--- config.mk ---
export PLATFORM = sky130hd
export DESIGN_NAME = sysex_seven_bit_packer_core
export DESIGN_NICKNAME = d
export VERILOG_FILES = /design/src/hw/rtl/sxp_pkg.sv /design/src/hw/rtl/sxp_front.sv /design/src/hw/rtl/sxp_queue.sv /design/src/hw/rtl/sxp_back.sv /design/src/hw/rtl/sysex_seven_bit_packer_core.sv
export SDC_FILE = /design/constraint.sdc
export NUM_CORES = 1
export LEC_CHECK = 0
export BUFFER_PORTS_ARGS = -buffer_cell sky130_fd_sc_hd__buf_2
export CORE_MARGIN = 2
export CORE_UTILIZATION = 46
export CTS_CLUSTER_SIZE = 30
export DETAILED_ROUTE_END_ITERATION = 6
export HOLD_SLACK_MARGIN = 0.03
export PLACE_DENSITY = 0.64
export SETUP_SLACK_MARGIN = 0.5
export SYNTH_ARGS = -nofsm -noshare
export SYNTH_HDL_FRONTEND = slang
export SYNTH_SLANG_ARGS = --single-unit
--- constraint.sdc ---
create_clock -name clock -period 4.4 [get_ports clock]
set_input_delay 0.66 -clock clock [delete_from_list [all_inputs] [get_ports clock]]
set_output_delay 0.66 -clock clock [all_outputs]
set_load 0.005 [all_outputs]
--- src/hw/rtl/sxp_pkg.sv ---
`timescale 1ns / 1ps
// ----------------------------------------------------------------------------
// sxp_pkg
// Shared types and constants for the sysex seven-bit packer: message framing
// bytes, the output step sequence and the job record between front and back.
// ----------------------------------------------------------------------------
package sxp_pkg;

   // framing bytes
   localparam logic [7:0] HDR_START = 8'hF0;
   localparam logic [7:0] HDR_T     = 8'h54;
   localparam logic [7:0] HDR_H     = 8'h48;
   localparam logic [7:0] END_MARK  = 8'hF7;

   // carried residue never exceeds six bits
   localparam logic [2:0] RESIDUE_FULL = 3'd6;

   // one step per emitted byte, in message order
   typedef enum logic [2:0] {
      STEP_START,
      STEP_T,
      STEP_H,
      STEP_ID,
      STEP_CTL,
      STEP_D0,
      STEP_D1,
      STEP_END
   } step_type;

   // work for one accepted payload byte
   typedef struct packed {
      logic       hdr;       // header goes out first
      logic [7:0] msg_id;
      logic [7:0] ctl;
      logic [6:0] d0;        // first packed byte, always sent
      logic [6:0] d1;        // second packed byte or flushed partial byte
      logic       d1_en;     // second byte is sent
      logic       last;      // end marker follows
   } job_type;

endpackage

--- src/hw/rtl/sxp_front.sv ---
`timescale 1ns / 1ps
// ----------------------------------------------------------------------------
// sxp_front
// Accepts payload bytes, merges them with the carried residue and turns each
// into a job record for the back end. Holds the message and residue state.
// ----------------------------------------------------------------------------
module sxp_front (
   input  logic             clock,
   input  logic             reset,
   input  logic             in_valid,
   output logic             in_ready,
   input  logic [7:0]       data_byte,
   input  logic [7:0]       msg_id,
   input  logic [7:0]       control_code,
   input  logic             last_byte,
   output logic             push,
   output sxp_pkg::job_type push_job,
   input  logic             queue_full
);

   logic        in_message_ff, in_message_in;
   logic [5:0]  residue_bits_ff, residue_bits_in;
   logic [2:0]  residue_count_ff, residue_count_in;
   logic [2:0]  count;
   logic [5:0]  residue;
   logic [13:0] acc;
   logic        full_pair;

   assign in_ready = !queue_full;
   assign push     = in_valid && !queue_full;

   // merge new byte above the carried bits; a new message starts empty
   always_comb begin
      count     = in_message_ff ? residue_count_ff : 3'd0;
      residue   = in_message_ff ? residue_bits_ff : 6'd0;
      acc       = {8'd0, residue} | ({6'd0, data_byte} << count);
      full_pair = (count == sxp_pkg::RESIDUE_FULL);

      push_job.hdr    = !in_message_ff;
      push_job.msg_id = msg_id;
      push_job.ctl    = control_code;
      push_job.d0     = acc[6:0];
      push_job.d1     = acc[13:7];
      push_job.d1_en  = full_pair || last_byte;
      push_job.last   = last_byte;

      in_message_in    = in_message_ff;
      residue_bits_in  = residue_bits_ff;
      residue_count_in = residue_count_ff;
      if (push) begin
         if (last_byte) begin
            in_message_in    = 1'b0;
            residue_bits_in  = 6'd0;
            residue_count_in = 3'd0;
         end else begin
            in_message_in    = 1'b1;
            residue_bits_in  = full_pair ? 6'd0 : acc[12:7];
            residue_count_in = full_pair ? 3'd0 : count + 3'd1;
         end
      end
   end

   // message and residue state
   always_ff @(posedge clock) begin
      if (reset) begin
         in_message_ff    <= 1'b0;
         residue_bits_ff  <= 6'd0;
         residue_count_ff <= 3'd0;
      end else begin
         in_message_ff    <= in_message_in;
         residue_bits_ff  <= residue_bits_in;
         residue_count_ff <= residue_count_in;
      end
   end

endmodule

--- src/hw/rtl/sxp_queue.sv ---
`timescale 1ns / 1ps
// ----------------------------------------------------------------------------
// sxp_queue
// Short job queue between the front and back ends, so that either side can
// stall without holding up the other until the queue fills or runs empty.
// ----------------------------------------------------------------------------
module sxp_queue #(
   parameter int DEPTH = 2
) (
   input  logic             clock,
   input  logic             reset,
   input  logic             push,
   input  sxp_pkg::job_type push_job,
   output logic             full,
   input  logic             pop,
   output logic             head_valid,
   output sxp_pkg::job_type head_job
);

   localparam int PTR_W = (DEPTH > 1) ? $clog2(DEPTH) : 1;
   localparam int CNT_W = $clog2(DEPTH + 1);

   sxp_pkg::job_type slot_ff [DEPTH];
   logic [PTR_W-1:0] wr_ptr_ff, wr_ptr_in;
   logic [PTR_W-1:0] rd_ptr_ff, rd_ptr_in;
   logic [CNT_W-1:0] fill_ff, fill_in;
   logic             do_push, do_pop;

   assign full       = (fill_ff == CNT_W'(DEPTH));
   assign head_valid = (fill_ff != '0);
   assign head_job   = slot_ff[rd_ptr_ff];
   assign do_push    = push && !full;
   assign do_pop     = pop && head_valid;

   // pointer and fill bookkeeping
   always_comb begin
      wr_ptr_in = wr_ptr_ff;
      rd_ptr_in = rd_ptr_ff;
      fill_in   = fill_ff;
      if (do_push) begin
         wr_ptr_in = (wr_ptr_ff == PTR_W'(DEPTH - 1)) ? '0 : wr_ptr_ff + 1'b1;
      end
      if (do_pop) begin
         rd_ptr_in = (rd_ptr_ff == PTR_W'(DEPTH - 1)) ? '0 : rd_ptr_ff + 1'b1;
      end
      if (do_push && !do_pop) begin
         fill_in = fill_ff + 1'b1;
      end else if (do_pop && !do_push) begin
         fill_in = fill_ff - 1'b1;
      end
   end

   always_ff @(posedge clock) begin
      if (reset) begin
         wr_ptr_ff <= '0;
         rd_ptr_ff <= '0;
         fill_ff   <= '0;
      end else begin
         wr_ptr_ff <= wr_ptr_in;
         rd_ptr_ff <= rd_ptr_in;
         fill_ff   <= fill_in;
      end
   end

   // job storage
   always_ff @(posedge clock) begin
      if (do_push) begin
         slot_ff[wr_ptr_ff] <= push_job;
      end
   end

endmodule

--- src/hw/rtl/sxp_back.sv ---
`timescale 1ns / 1ps
// ----------------------------------------------------------------------------
// sxp_back
// Steps through the queue head job one byte per cycle unless stalled: header
// if first, packed data, end marker if last; output reg reloads as it drains.
// ----------------------------------------------------------------------------
module sxp_back (
   input  logic             clock,
   input  logic             reset,
   input  logic             head_valid,
   input  sxp_pkg::job_type head_job,
   output logic             pop,
   output logic             out_valid,
   input  logic             out_ready,
   output logic [7:0]       out_byte,
   output logic             run_last,
   output logic             message_end
);

   sxp_pkg::step_type step_ff, step_in, cur_step, next_step;
   logic       active_ff, active_in;
   logic       valid_ff, valid_in;
   logic [7:0] byte_ff;
   logic       last_ff, end_ff;
   logic [7:0] sel_byte;
   logic       final_step;
   logic       load;

   assign out_valid   = valid_ff;
   assign out_byte    = byte_ff;
   assign run_last    = last_ff;
   assign message_end = end_ff;

   assign load = head_valid && (!valid_ff || out_ready);
   assign pop  = load && final_step;

   // byte selection and step sequencing
   always_comb begin
      if (active_ff) begin
         cur_step = step_ff;
      end else begin
         cur_step = head_job.hdr ? sxp_pkg::STEP_START : sxp_pkg::STEP_D0;
      end

      sel_byte   = sxp_pkg::END_MARK;
      final_step = 1'b0;
      next_step  = sxp_pkg::STEP_END;
      unique case (cur_step)
         sxp_pkg::STEP_START: begin
            sel_byte  = sxp_pkg::HDR_START;
            next_step = sxp_pkg::STEP_T;
         end
         sxp_pkg::STEP_T: begin
            sel_byte  = sxp_pkg::HDR_T;
            next_step = sxp_pkg::STEP_H;
         end
         sxp_pkg::STEP_H: begin
            sel_byte  = sxp_pkg::HDR_H;
            next_step = sxp_pkg::STEP_ID;
         end
         sxp_pkg::STEP_ID: begin
            sel_byte  = head_job.msg_id;
            next_step = sxp_pkg::STEP_CTL;
         end
         sxp_pkg::STEP_CTL: begin
            sel_byte  = head_job.ctl;
            next_step = sxp_pkg::STEP_D0;
         end
         sxp_pkg::STEP_D0: begin
            sel_byte   = {1'b0, head_job.d0};
            final_step = !head_job.d1_en;
            next_step  = sxp_pkg::STEP_D1;
         end
         sxp_pkg::STEP_D1: begin
            sel_byte   = {1'b0, head_job.d1};
            final_step = !head_job.last;
            next_step  = sxp_pkg::STEP_END;
         end
         sxp_pkg::STEP_END: begin
            sel_byte   = sxp_pkg::END_MARK;
            final_step = 1'b1;
            next_step  = sxp_pkg::STEP_END;
         end
         default: begin
            sel_byte   = sxp_pkg::END_MARK;
            final_step = 1'b1;
            next_step  = sxp_pkg::STEP_END;
         end
      endcase

      step_in   = step_ff;
      active_in = active_ff;
      valid_in  = valid_ff;
      if (load) begin
         valid_in  = 1'b1;
         active_in = !final_step;
         step_in   = next_step;
      end else if (out_ready) begin
         valid_in = 1'b0;
      end
   end

   always_ff @(posedge clock) begin
      if (reset) begin
         step_ff   <= sxp_pkg::STEP_START;
         active_ff <= 1'b0;
         valid_ff  <= 1'b0;
      end else begin
         step_ff   <= step_in;
         active_ff <= active_in;
         valid_ff  <= valid_in;
      end
   end

   // output payload register
   always_ff @(posedge clock) begin
      if (load) begin
         byte_ff <= sel_byte;
         last_ff <= final_step;
         end_ff  <= (cur_step == sxp_pkg::STEP_END);
      end
   end

endmodule

--- src/hw/rtl/sysex_seven_bit_packer_core.sv ---
`timescale 1ns / 1ps
// ----------------------------------------------------------------------------
// sysex_seven_bit_packer_core
// Packs a payload byte stream into system-exclusive messages: header, 7-bit
// data bytes taken least significant bit first, flushed partial byte, 0xF7.
// ----------------------------------------------------------------------------
//  channel | dir | tdata                                 | tlast     | tuser
//  req     | in  | data_byte, msg_id, control_code       | last_byte | -
//  rsp     | out | out_byte                              | run_last  | message_end
//
//  one output byte per cycle while rsp is ready, from the single back-end
//  output register; an item gives 1 to 3 bytes, 5 more when it opens a message (header)
//  the front end accepts the next byte while the back end still drains,
//  up to QUEUE_DEPTH jobs ahead; synchronous reset clears state and queue
//  back pressure on rsp stalls the req side only once the queue fills
// ----------------------------------------------------------------------------
module sysex_seven_bit_packer_core #(
   parameter int QUEUE_DEPTH = 2
) (
   input  logic        clock,
   input  logic        reset,
   input  logic        req_tvalid,
   output logic        req_tready,
   input  logic [23:0] req_tdata,   // data_byte, msg_id, control_code
   input  logic        req_tlast,
   output logic        rsp_tvalid,
   input  logic        rsp_tready,
   output logic [7:0]  rsp_tdata,   // out_byte
   output logic        rsp_tlast,
   output logic        rsp_tuser    // message_end
);

   sxp_pkg::job_type push_job, head_job;
   logic             push, pop, queue_full, head_valid;

   // accept and classify
   sxp_front u_front (
      .clock        (clock),
      .reset        (reset),
      .in_valid     (req_tvalid),
      .in_ready     (req_tready),
      .data_byte    (req_tdata[7:0]),
      .msg_id       (req_tdata[15:8]),
      .control_code (req_tdata[23:16]),
      .last_byte    (req_tlast),
      .push         (push),
      .push_job     (push_job),
      .queue_full   (queue_full)
   );

   // job queue
   sxp_queue #(
      .DEPTH (QUEUE_DEPTH)
   ) u_queue (
      .clock      (clock),
      .reset      (reset),
      .push       (push),
      .push_job   (push_job),
      .full       (queue_full),
      .pop        (pop),
      .head_valid (head_valid),
      .head_job   (head_job)
   );

   // byte emission
   sxp_back u_back (
      .clock       (clock),
      .reset       (reset),
      .head_valid  (head_valid),
      .head_job    (head_job),
      .pop         (pop),
      .out_valid   (rsp_tvalid),
      .out_ready   (rsp_tready),
      .out_byte    (rsp_tdata),
      .run_last    (rsp_tlast),
      .message_end (rsp_tuser)
   );

endmodule

==> results list <==
- The run finished with clean final reports.
- Count of vias placed by the detailed router: 3,053
- Clock tree synthesis selected as its root buffer the cell clkbuf_8.
- When the netlist entered floorplanning its net count stood at 390.
- In the final layout, the share of cells above drive strength 1 is 21.1%.
- The repair_antennas step left the layout with diodes totalling 0.
- Ys flop type: edfxtp_1
- CTS tree: yes
* Chip Height: 103 µm
- Standard-cell row count: 36
* Number of global-route vias before repair: 3,080
* Number of clock sinks seen by CTS: 96
- Post-placement cell area: 4790 µm²
* Post-detailed-routing wire length: 9780 µm
* Worst setup slack after placement: 1.33 ns
- Fraction of registers with async set or reset after synthesis: 0%
* Critical path arrival: approximately 3.3 ns
* Start-to-end type of the worst setup path: reg2reg
- Number of setup buffers added after CTS: 0
- Initial cell density of the core: 46.9%
- Number of max-cap violations: 0
* Worst setup path endpoint: u_queue.fill_ff[1]
- Cells after Synth: 360
* Reg2Reg Capture Point: u_queue.fill_ff[1]
- For flop-to-flop paths, the worst setup slack is 1.38 ns.
* Mean instance size in the synthesized netlist: approximately 13 µm²
* PD cells: 452 nW/µm²
* Biggest area contributors in the synthesized netlist: edfxtp_1 51%, dfxtp_1 8.9%, mux2i_1 3.8%
- Share of the clock period used by the worst path: ~69%
* Maximum clock rate: 0.331 GHz
- Entering global routing, the biggest net connects 36 pins.
- Critical path launch point type: register
- Compared with the post-synthesis result, the final layout area differs by 10.9%.
- The final count of hold timing violations came to 0.
- Global route overflow: 0
- The die is 103 µm wide.
- Detail Route Antenna Nets: 0
* Endpoint type of the worst setup path: register
* Remaining max-slew budget at the tightest pin: a little under two fifths
- Per-cell routed wire length: 18.4 µm
- Along the worst path, the maximum fanout reaches 35.
- The synthesized design spends more area on one cell type than any other, namely edfxtp_1.
* Post-route minimum period: slightly above 3 ns
- Clock tree synthesis inserted a total of 9 buffers.
* Area fraction of the dominant cell type after synthesis: 50.5%
- Buffer levels on the longest clock path: 2
* Iteration count of the initial detailed-routing pass: 4
- Synthesis inferred 96 register bits.
* Cell variety after synth: 66
* Total Nets Final: 423
- The number of cells on the worst reg-to-reg path is 7.
* Post-cts sizing count: 0
* Least setup slack across all paths after layout: 1.38 ns
- Ranked by instance count, the synthesized netlist is headed by 76 x edfxtp_1, 25 x a21oi_1, 21 x nor2_1.
- Placer congestion estimate: 0.877
- Hold-fix buffer count after cts: 0
* Setup tns final: 0 ns
- Port buffering added 40 buffers.
- In this run the static leakage power is 1.70 nW.
- Type of the tightest min-delay check: reg2reg
- Warnings from Yosys: 0
- Vias per inst: 5.75
- Worst Skew: 0.0118 ns
- H-tree levels: 3
- EDFF count, synth: 76
* Worst ir drop on vdd: 0.155 mV
- Full die area: 10,600 µm²
- Wire length of the first global-routing pass: about 16,000 µm
- The number of antenna violations at the first check in global routing came to 0.
* Skew-Pair Late Insertion Delay: 0.36 ns
- Required time reported for the critical path endpoint: 4.70 ns
* Tightest Pin Transition: ~0.93 ns
* Core ar.: roughly 9600 µm²
- In the post-synthesis netlist, the cell with the most instances is edfxtp_1.
- In this run the cell area of the synthesized design comes to approximately 4500 µm².
* Combined global-route utilization of all metal layers: 19.7%
- Slew Limit Fails: 0
- Layout Cell Area excl Fill: 5010 µm²
- The HPWL after detailed placement is 6600 µm.
- Violation count after the first detailed-route iteration: slightly above 200
- Fill cell total of the finished layout: 900
- After clock tree synthesis, the clock-pin slew on the worst setup and hold paths is 0.10 ns.
* Seq/Total Area, Yosys: 59.4%
- Setup repair after global routing left no endpoint under its margin.
- Setup violations remaining at the end of the flow were counted as 0.
- 41 I/O pins were placed.
- Number of remaining DRC errors: 0
[critical path: stages (launching register included)]
cell and delay (ns):
dfxtp_2 0.95, mux2i_4 0.41, a21boi_2 0.23, nor4_4 0.45, inv_1 0.09, ha_1 0.32
or3_1 0.38, a21oi_1 0.14
[power by group]
group | internal, W | switching, W | total [W]
Sequential | 0.00113 | 0.0000794 | 0.00121
Clock | 0.000324 | 0.000298 | 0.000622
Combinational | 0.000164 | 0.000268 | 0.000431
Total | 0.00162 | 0.000645 | 0.00227
[cells by family after synthesis]
family / synth area share [%]
buf+inv: 3.30
flops: 59.4
simple gates: 11.7
fa+ha+maj: 0.277
xor+xnor: 0.582
compound gates: 15.2
mux: 9.50
[metal layers]
metal  global-route usage [%]  vias to the layer above  wire [µm]
met1                     26.0                     1495       4320
met5                        0                        -          0
met2                     30.9                       79       4840
li1                         -                     1461          -
met4                     10.0                        0        240
met3                     4.14                       18        376
[placed cells by master (no fill, tap or decap), types with 3 or more instances in the layout]
cell type	instances
mux2_2	7
o21ai_0	17
nor3b_1	4
mux4_2	5
nor3_1	4
a221oi_1	5
a21oi_1	25
and2_1	4
nand3_1	12
buf_2	40
clkbuf_8	9
inv_1	8
and3_1	4
dfxtp_1	19
o221ai_1	3
mux2_4	3
nand2b_1	6
mux2i_1	17
o31ai_1	4
nor2_1	20
edfxtp_1	76
a211oi_1	11
nand2_1	20
buf_4	3
nor2b_1	11
a211o_1	3
[registers in the layout, summed over array words and instances (netlist names), named ones only]
register                  flops
u_front.in_message_ff         1
u_queue.fill_ff               2
u_back.step_ff                3
u_back.run_last               1
u_front.residue_count_ff      3
u_back.message_end            1
u_queue.wr_ptr_ff             1
u_queue.slot_ff              66
u_back.active_ff              1
u_front.residue_bits_ff       6
u_back.out_byte               8
u_back.out_valid              1
u_queue.rd_ptr_ff             1
[per-stage QoR]
| stage | cells | total power (W) | hold slack (ns) | util [%] |
|---|---|---|---|---|
| after global routing | 531 | 0.00238 | 0.459 | 52.0 |
| after CTS | 531 | 0.00228 | 0.462 | 52.0 |
| after floorplan | 360 | 0.00151 | 0.432 | - |
| final | 531 | 0.00227 | 0.461 | 52.0 |
| after detailed placement | 515 | 0.00166 | 0.452 | 49.7 |
| after global placement | 515 | 0.00165 | 0.441 | 49.7 |
[worst min path at each step]
stage,startpoint,cells past startpoint,end
after floorplan,u_front.residue_bits_ff[5],2,u_front.residue_bits_ff[5]
after global placement,u_front.residue_bits_ff[5],2,u_front.residue_bits_ff[5]
after detailed placement,u_front.residue_bits_ff[5],2,u_front.residue_bits_ff[5]
after CTS,u_front.residue_bits_ff[5],2,u_front.residue_bits_ff[5]
after global routing,req_tdata[9],1,u_queue.slot_ff[0][25]
final,u_front.residue_bits_ff[5],2,u_front.residue_bits_ff[5]
[area by class of cell]
class / count / area, µm² / share of cell area [%]
multi-input cells: 235 / 1690 / 33.7
clock buffers: 10 / 128 / 2.55
repair buffers: 43 / 223 / 4.45
clock inverters: 6 / 91.3 / 1.82
flip-flops and latches: 96 / 2680 / 53.6
well taps: 133 / 166 / 3.32
inverters: 8 / 30.0 / 0.599
No activity file was read; power rests on OpenSTA's default activity.
